--- config.mk ---
export PLATFORM = sky130hd
export DESIGN_NAME = cmbpg_ctrl
export DESIGN_NICKNAME = d
export VERILOG_FILES = /design/src/hdl/cmbpg_pkg.sv /design/src/hdl/cmbpg_ctrl.sv
export SDC_FILE = /design/constraint.sdc
export NUM_CORES = 1
export LEC_CHECK = 0
export BUFFER_PORTS_ARGS = -buffer_cell sky130_fd_sc_hd__buf_2
export CAP_MARGIN = 40
export CELL_PAD_IN_SITES_DETAIL_PLACEMENT = 0
export CELL_PAD_IN_SITES_GLOBAL_PLACEMENT = 1
export CORE_AREA = 4 4 41 43
export DETAILED_ROUTE_END_ITERATION = 6
export DIE_AREA = 0 0 45 47
export GPL_TIMING_DRIVEN = 0
export PLACE_DENSITY_LB_ADDON = 0.1
export SLEW_MARGIN = 30
export SYNTH_ARGS = -nofsm -noshare
export SYNTH_HDL_FRONTEND = slang
export SYNTH_SLANG_ARGS = --single-unit
--- constraint.sdc ---
create_clock -name clk -period 1.5 [get_ports clk]
set_clock_uncertainty 0.1 [all_clocks]
set_input_delay 0.3 -clock clk [delete_from_list [all_inputs] [get_ports clk]]
set_output_delay 0.3 -clock clk [all_outputs]
set_load 0.1 [all_outputs]
--- src/hdl/cmbpg_pkg.sv ---
// Shared types and constants for the chaotic map bit-pair generator.
// Holds the controller state enum, command/status structs and register indexes.
// No dependencies.
`timescale 1ns / 1ps
`default_nettype none

package cmbpg_pkg;

    // Fixed-point one in Q2.30.
    localparam logic signed [31:0] ONE_Q30 = 32'sh4000_0000;

    // Reset values of the gain registers (unsigned Q3.29).
    localparam logic [31:0] GAIN_FIRST_RST  = 32'd1014876613;
    localparam logic [31:0] GAIN_SECOND_RST = 32'd211476388;

    // Remainder unit: one quotient bit per cycle.
    localparam int DIV_STEPS = 32;
    localparam int DIV_CNT_W = $clog2(DIV_STEPS);

    // Configuration register indexes.
    localparam int CFG_ADDR_W = 2;
    localparam logic [CFG_ADDR_W-1:0] REG_SEED_FIRST  = 2'd0;
    localparam logic [CFG_ADDR_W-1:0] REG_SEED_SECOND = 2'd1;
    localparam logic [CFG_ADDR_W-1:0] REG_GAIN_FIRST  = 2'd2;
    localparam logic [CFG_ADDR_W-1:0] REG_GAIN_SECOND = 2'd3;

    typedef enum logic [2:0] {
        ST_IDLE,
        ST_MAP,
        ST_MUL,
        ST_PREP,
        ST_DIV,
        ST_EMIT
    } ctrl_state_t;

    // Commands from the controller.
    typedef struct packed {
        logic accept;     // input transaction taken this cycle
        logic map_step;   // advance both chaotic states
        logic mul_step;   // register a*b and a+b
        logic div_start;  // load the remainder unit
        logic emit;       // load the output register
    } ctrl_cmd_t;

    // Status back to the controller.
    typedef struct packed {
        logic den_zero;   // divisor 1 - a*b is zero
        logic div_busy;   // remainder unit still iterating
        logic rem_zero;   // fractional part is zero
        logic out_free;   // output register can take a result
    } ctrl_status_t;

endpackage

`default_nettype wire

--- src/hdl/cmbpg_ctrl.sv ---
// Controller state machine that sequences one item through the datapath.
// Depends on cmbpg_pkg for the state enum and command/status structs.
`timescale 1ns / 1ps
`default_nettype none

module cmbpg_ctrl
    import cmbpg_pkg::*;
(
    input  wire logic         clk,
    input  wire logic         rst_n,
    input  wire logic         in_valid,
    output logic              in_ready,
    input  wire ctrl_status_t status,
    output ctrl_cmd_t         cmd
);

    ctrl_state_t state_reg, state_next;

    always_comb
    begin
        state_next = state_reg;
        unique case (state_reg)
            ST_IDLE:
            begin
                if (in_valid)
                begin
                    state_next = ST_MAP;
                end
            end
            ST_MAP:  state_next = ST_MUL;
            ST_MUL:  state_next = ST_PREP;
            ST_PREP: state_next = status.den_zero ? ST_IDLE : ST_DIV;
            ST_DIV:
            begin
                if (!status.div_busy)
                begin
                    state_next = ST_EMIT;
                end
            end
            ST_EMIT:
            begin
                if (status.rem_zero || status.out_free)
                begin
                    state_next = ST_IDLE;
                end
            end
            default: state_next = ST_IDLE;
        endcase
    end

    always_comb
    begin
        in_ready = 1'b0;
        cmd      = '0;
        unique case (state_reg)
            ST_IDLE:
            begin
                in_ready   = 1'b1;
                cmd.accept = in_valid;
            end
            ST_MAP:  cmd.map_step = 1'b1;
            ST_MUL:  cmd.mul_step = 1'b1;
            ST_PREP: cmd.div_start = !status.den_zero;
            ST_DIV:  ;
            ST_EMIT: cmd.emit = !status.rem_zero && status.out_free;
            default: ;
        endcase
    end

    always_ff @(posedge clk or negedge rst_n)
    begin
        if (!rst_n)
        begin
            state_reg <= ST_IDLE;
        end
        else
        begin
            state_reg <= state_next;
        end
    end

    // A result is never loaded over one that is still waiting.
    a_emit_free: assert property (@(posedge clk) disable iff (!rst_n)
        cmd.emit |-> status.out_free)
        else $error("result emitted into a full output register");

    // Starting the remainder unit makes it busy on the next cycle.
    a_div_runs: assert property (@(posedge clk) disable iff (!rst_n)
        cmd.div_start |=> (status.div_busy && state_reg == ST_DIV))
        else $error("remainder unit did not start");

    // A divide only starts on a nonzero divisor.
    a_no_zero_div: assert property (@(posedge clk) disable iff (!rst_n)
        cmd.div_start |-> !status.den_zero)
        else $error("divide started with zero divisor");

endmodule

`default_nettype wire

# Yosys cells after proc, flatten, opt, wreduce, memory -nomap -nowiden
# Index checks and enable logic that the tools add are counted.
# Widths: inputs -> output; s select.
[classes] n_eq_ne=8 mux=11 reduce_logical=6
[op_table] cell="$pmux 3 s6" n=1
[op_table] cell="$mux 3" n=4
[op_table] cell="$eq 3x2->1 const B" n=2
[op_table] cell="$eq 3x3->1 const B" n=2
[op_table] cell="$mux 1" n=6
[op_table] cell="$ne 2x2->1 const B" n=3
[op_table] cell="$eq 3x1->1 const B" n=1
[op_table] cell="$logic_not 3->1" n=1
[op_table] cell="$reduce_and 3->1" n=1
[op_table] cell="$logic_not 1->1" n=2
[op_table] cell="$logic_and 1x1->1" n=1
[op_table] cell="$logic_or 1x1->1" n=1
[totals] register_bits=3 inputBits=7 out_inout_bits=6 wordCells=26

# Depth between registers and ports, before layout
# Gate-level depths: netlist (run 1).
[depth] depth_word=3 ltp_mapped=4 depth_no_buf=3

# Worst setup path after synthesis (run 1)
# Ideal clock, no wire load.
[synth_path] path_type="register -> output" startpoint="register state_reg[1]" endpoint="output port cmd[0] (netlist bit)" arrival_time_ns=3.626 t_required_ns=1.100 slack_ns=-2.526 stages_incl_launch_ff=2 path_buffers=0 cell_sequence="dfrtp_1 nor4b_1"
[synth_rtl] element="start: declaration" line="cmbpg_ctrl.sv:17" source="ctrl_state_t state_reg, state_next;"
[synth_rtl] element="start signal: assignment" line="cmbpg_ctrl.sv:78" source="state_reg <= state_next;"
[synth_rtl] element="end: declaration" line="cmbpg_ctrl.sv:14" source="output ctrl_cmd_t cmd"

==> results of run 1 <==
[cells in the mapped netlist (all sizes together)]
cell type,n
a31o,1
and2,1
and4bb,1
buf,1
dfrtp,3
inv,1
nand2,1
nand4,1
nor2,1
nor3,2
nor3b,1
nor4b,1
o21ai,3
o31ai,1
or2,1
[layout make-up]
cell class                 instances  area [µm²]
buffer                             1       11.26
clock buffer                       4       26.28
fill                             150       832.0
inverter                           1       3.754
multi-input combinational         15       147.6
sequential                         3       77.57
tap                               15       18.77
timing repair buffer              18       183.9
[worst min-delay path: stages]
cell and delay, ns:
buf_2 0.07, o21ai_1 0.05, o31ai_1 0.06, o21ai_1 0.06
[what timing repair did]
item                       4_1_cts  5_1_grt
hold buffers                     1        0
resized for setup               23        0
hold endpoints to repair         3        0
buffers inserted                 2        3
setup endpoints to repair        6        6
pin swaps                        1        2
[metrics by stage]
stage	setup slack (ns)	hold WS (ns)
floorplan	-0.6686	-0.09559
global placement	-0.1795	-0.006413
detailed placement	-0.1938	-0.003194
CTS	-0.1937	0.2473
global route	-0.2405	0.2692
finish	-0.1663	0.2492
[final timing paths]
path / startpoint / cells after the start / to
worst min-delay path: status[2] / 4 / state_reg[0]
max in group asynchronous: rst_n / 2 / state_reg[1]
worst min register to register: state_reg[2] / 2 / state_reg[2]
worst max register to register: state_reg[1] / 3 / state_reg[0]
worst max-delay path: state_reg[1] / 2 / cmd[0]
min in group asynchronous: rst_n / 2 / state_reg[0]
[cells in the final DEF, fill, tap and decap left out]
cell type,synthesis,layout
dfrtp_2,0,2
nand2_2,0,1
and4bb_4,0,1
clkbuf_4,0,3
buf_12,0,4
and2_4,0,1
o21ai_0,1,1
nor3b_2,1,1
or2_1,1,1
clkbuf_1,0,1
inv_2,1,1
nand4_1,1,1
buf_2,0,6
o21ai_1,2,2
dfrtp_1,3,1
o31ai_1,1,1
nor2_1,1,1
dlygate4sd3_1,0,1
nor4b_4,0,1
nor3_4,0,2
buf_6,0,4
a31o_1,1,1
buf_4,1,4
[logic make-up (layout without fill, tap and decap cells)]
| family | after synthesis | in the layout | share of synthesized area |
|---|---|---|---|
| flip-flops | 3 | 3 | 0.3797 |
| AND/OR/NAND/NOR | 10 | 10 | 0.4051 |
| buffers and inverters | 2 | 24 | 0.05696 |
| AO/OA/AOI/OAI | 5 | 5 | 0.1582 |
[metal layers]
layer | vias to the layer above | wire length, µm | share of wire | track usage
li1 | 119 | - | - | -
met1 | 110 | 253 | 0.40 | 0.07339
met2 | 10 | 345 | 0.54 | 0.1186
met3 | 0 | 38 | 0.060 | 0.03065
met4 | 0 | 0 | 0 | 0.07018
met5 | - | 0 | 0 | 0
==> flow_summary.json, run 1 <==
{
  "status": "finished, violations left",
  "violations": "setup timing",
  "placed_cells": 47,
  "antenna_found_initial": 0,
  "numCtsBuffers": 3,
  "fmax_ghz": 0.6001,
  "viasPerCell": 4.193,
  "max_slew_margin": 0.8476,
  "post_drt_wl_per_cell_um": 11.18,
  "netlist_instances": 20,
  "drtAntennaViolNets": 0,
  "final_util": 0.3606,
  "cts-root-buf": "clkbuf_4",
  "globalplace.congestion": 0.7243,
  "end_kind": "output pin",
  "drt-initial-drc-count": 4,
  "rsz0062_at_grt": "true",
  "syn_nets": 27,
  "setup_ws_ns": -0.1663,
  "period_minus_slack_ns": 1.666,
  "tightestPinTransition_ns": 0.2266,
  "io_pins": 13,
  "clkTransAtPathRegs_ns": 0.04,
  "syn_area_per_cell_um2": 9.885,
  "fin_setup_tns_ns": -0.8100,
  "track_usage": 0.07448,
  "port_buffers": 12,
  "overflow": 0,
  "tritoncts": "yes",
  "fin_crit_sh": 1.111,
  "drtPass1Iterations": 4,
  "insertion_delay_ns": 0.23,
  "cp_slowest_stage_delay_ns": 0.47,
  "grt_max_degree": 10,
  "final_nets": 50,
  "clk_path_buf_depth": 2,
  "slowest_stage": "dfrtp_2",
  "crit_type": "flop to output pin",
  "ys_top_cells_by_area": "dfrtp_1, nor3_2, and4bb_1, nor3b_2, o21ai_1",
  "die_h_um": 47,
  "fin_area_um2": 469.2,
  "initial_core_util": 0.1519,
  "crit_buf_inv": 1,
  "area_delta_synth_final_pct": 137.3,
  "yosysWarnings": 0,
  "drive_gt1_frac": 0.7381,
  "synth_top_area_frac": 0.3797,
  "hold_violations": 0,
  "path_cells": "nor4b_4 -> buf_6",
  "die_area_um2": 2115,
  "coreArea_um2": 1301,
  "critPathLaunchType": "flop",
  "hp-class": "input pin to flop",
  "dr_total_vias": 239,
  "setup_viol_count_final": 6,
  "htree_num_levels": 1,
  "max_cap_viol_count": 0,
  "slew_violations": 0,
  "r2r_setup_slack_ns": 0.31,
  "cp.arrival_ns": 1.27,
  "yosys.area.top_type": "dfrtp_1",
  "die_w_um": 45,
  "largest_reg_flops": 3,
  "grt_pass1_vias": 253,
  "critPathTopFamily": "flip-flops",
  "stdcell_count": 57,
  "grt_pass1_wl_um": 1055,
  "ys_seq_area_frac": 0.3797,
  "clock_sinks": 3,
  "yosysUniqueCellTypes": 16,
  "antennaDiodeCount": 0,
  "drc": 0,
  "fp-row-count": 13,
  "drt_wl_total_um": 637,
  "synth.ff_latch_count": 3,
  "syn-cell-area_um2": 197.7,
  "crit_required_ns": 1.10,
  "hpwl_um": 419.1,
  "placed_cell_area_um2": 315.3,
  "worstPathMaxFanout": 6
}
Power of run 1 is left out: the tool's default activity adds up to more than one toggle a clock period on the data nets, which glitch-free logic cannot reach.
==> inputs of run 2 (changes only) <==
==> constraint.sdc (replaced) <==
create_clock -name clk -period 1.5 [get_ports clk]
set_clock_uncertainty 0.1 [all_clocks]
set_input_delay 0.225 -clock clk [delete_from_list [all_inputs] [get_ports clk]]
set_output_delay 0.225 -clock clk [all_outputs]
set_load 0.1 [all_outputs]
==> run 2 against run 1 <==
  * The run still ends with setup timing left
  * Critical path depth did not move
  * Global-route usage fell by 0.24 points
  * Die area did not move
  * First-iteration DRC count fell by 100%
  * Sequential cell count did not move
==> flow_summary.json, run 2 (synthesis results as in run 1) <==
{
  "drc": 0,
  "port_buffers": 12,
  "violations": "setup timing",
  "die_area_um2": 2115,
  "initial_core_util": 0.1519,
  "slew_violations": 0,
  "track_usage": 0.07205,
  "grt_max_degree": 9,
  "drtAntennaViolNets": 0,
  "insertion_delay_ns": 0.24,
  "hold_violations": 0,
  "met2_usage": 0.09322,
  "crit_required_ns": 1.17,
  "drive_gt1_frac": 0.7442,
  "use_met3": 0.04215,
  "viasPerCell": 4.086,
  "die_h_um": 47,
  "worstPathMaxFanout": 6,
  "grt_pass1_wl_um": 1041,
  "dpl_worst_slack_ns": -0.06354,
  "end_kind": "output pin",
  "period_minus_slack_ns": 1.606,
  "cp.arrival_ns": 1.28,
  "drt-initial-drc-count": 0,
  "clkTransAtPathRegs_ns": 0.04,
  "fill_cells": 140,
  "status": "finished, violations left",
  "clk_path_buf_depth": 2,
  "drt_wl_total_um": 611,
  "cts-root-buf": "clkbuf_4",
  "placed_cells": 47,
  "post_drt_wl_per_cell_um": 10.53,
  "io_pins": 13,
  "grt_busiest_layer": "met1",
  "max_slew_margin": 0.8584,
  "final_nets": 51,
  "globalplace.congestion": 0.7029,
  "htree_num_levels": 1,
  "dr_total_vias": 237,
  "fp-row-count": 13,
  "rsz0062_at_grt": "true",
  "numCtsBuffers": 3,
  "grt_pass1_vias": 247,
  "crit_type": "flop to output pin",
  "critPathLaunchType": "flop",
  "setup_ws_ns": -0.1064,
  "clock_sinks": 3,
  "grt.met1_usage": 0.09382,
  "fmax_ghz": 0.6225,
  "tightestPinTransition_ns": 0.2106,
  "coreArea_um2": 1301,
  "stdcell_count": 58,
  "drtPass1Iterations": 1,
  "largest_reg_flops": 3,
  "setup_viol_count_final": 5,
  "max_cap_viol_count": 0,
  "area_delta_synth_final_pct": 142.4,
  "most-common-layout-cells": "buf_2, buf_4, buf_12",
  "fin_crit_sh": 1.071,
  "antennaDiodeCount": 0,
  "antenna_found_initial": 0,
  "die_w_um": 45,
  "tritoncts": "yes",
  "overflow": 0,
  "hp-class": "input pin to flop"
}
[run 2: changes by cell type in the layout (fill, tap and decap cells not counted), sizes merged]
cell	previous run	this run
buf	18	19
[run 2: layout make-up]
type,count,area [µm²],share of cell area
Sequential cell,3,77.57,0.1619
Multi-Input combinational cell,15,150.1,0.3133
Timing Repair Buffer,19,191.4,0.3995
Buffer,1,11.26,0.02350
Inverter,1,3.754,0.007833
Clock buffer,4,26.28,0.05483
Tap cell,15,18.77,0.03916
[run 2: layer usage]
| metal | vias up | share of wire |
|---|---|---|
| met3 | 0 | 0.077 |
| met5 | - | 0 |
| met1 | 105 | 0.47 |
| li1 | 122 | - |
| met2 | 10 | 0.45 |
| met4 | 0 | 0 |
[run 2: through the flow]
stage               utilization  instance area, µm²  TNS, ns  hold slack [ns]
floorplan                     -               240.2   -1.691          -0.1706
global placement         0.2452               319.1  -0.1669         -0.07930
detailed placement       0.2452               319.1  -0.1865         -0.07845
CTS                      0.3538               460.4  -0.4235           0.1839
global route             0.3683               479.2  -0.7335           0.2165
finish                   0.3683               479.2  -0.3752           0.1860
[run 2: worst max-delay path, cell delays in order (launching register included)]
cell     delay (ns)
dfrtp_2        0.48
nor4b_4        0.30
buf_6          0.26
[run 2: path summary, 6_finish.rpt]
path,end,cells after the start,slack (ns),from
max in group asynchronous,state_reg[0],2,0.96,rst_n
min in group asynchronous,state_reg[1],2,0.21,rst_n
min,state_reg[0],4,0.19,status[2]
max reg2reg,state_reg[2],3,0.23,state_reg[0]
max,cmd[0],2,-0.11,state_reg[1]
min reg2reg,state_reg[0],2,0.59,state_reg[0]
[run 2: repair_timing]
item	CTS	global route
pin swaps	2	5
gates resized for setup	21	1
hold buffers	1	0
hold endpoints to repair	3	0
gates cloned	0	0
endpoints found under the setup margin	6	6
buffers inserted	4	2
Power of run 2 is left out for the same reason.
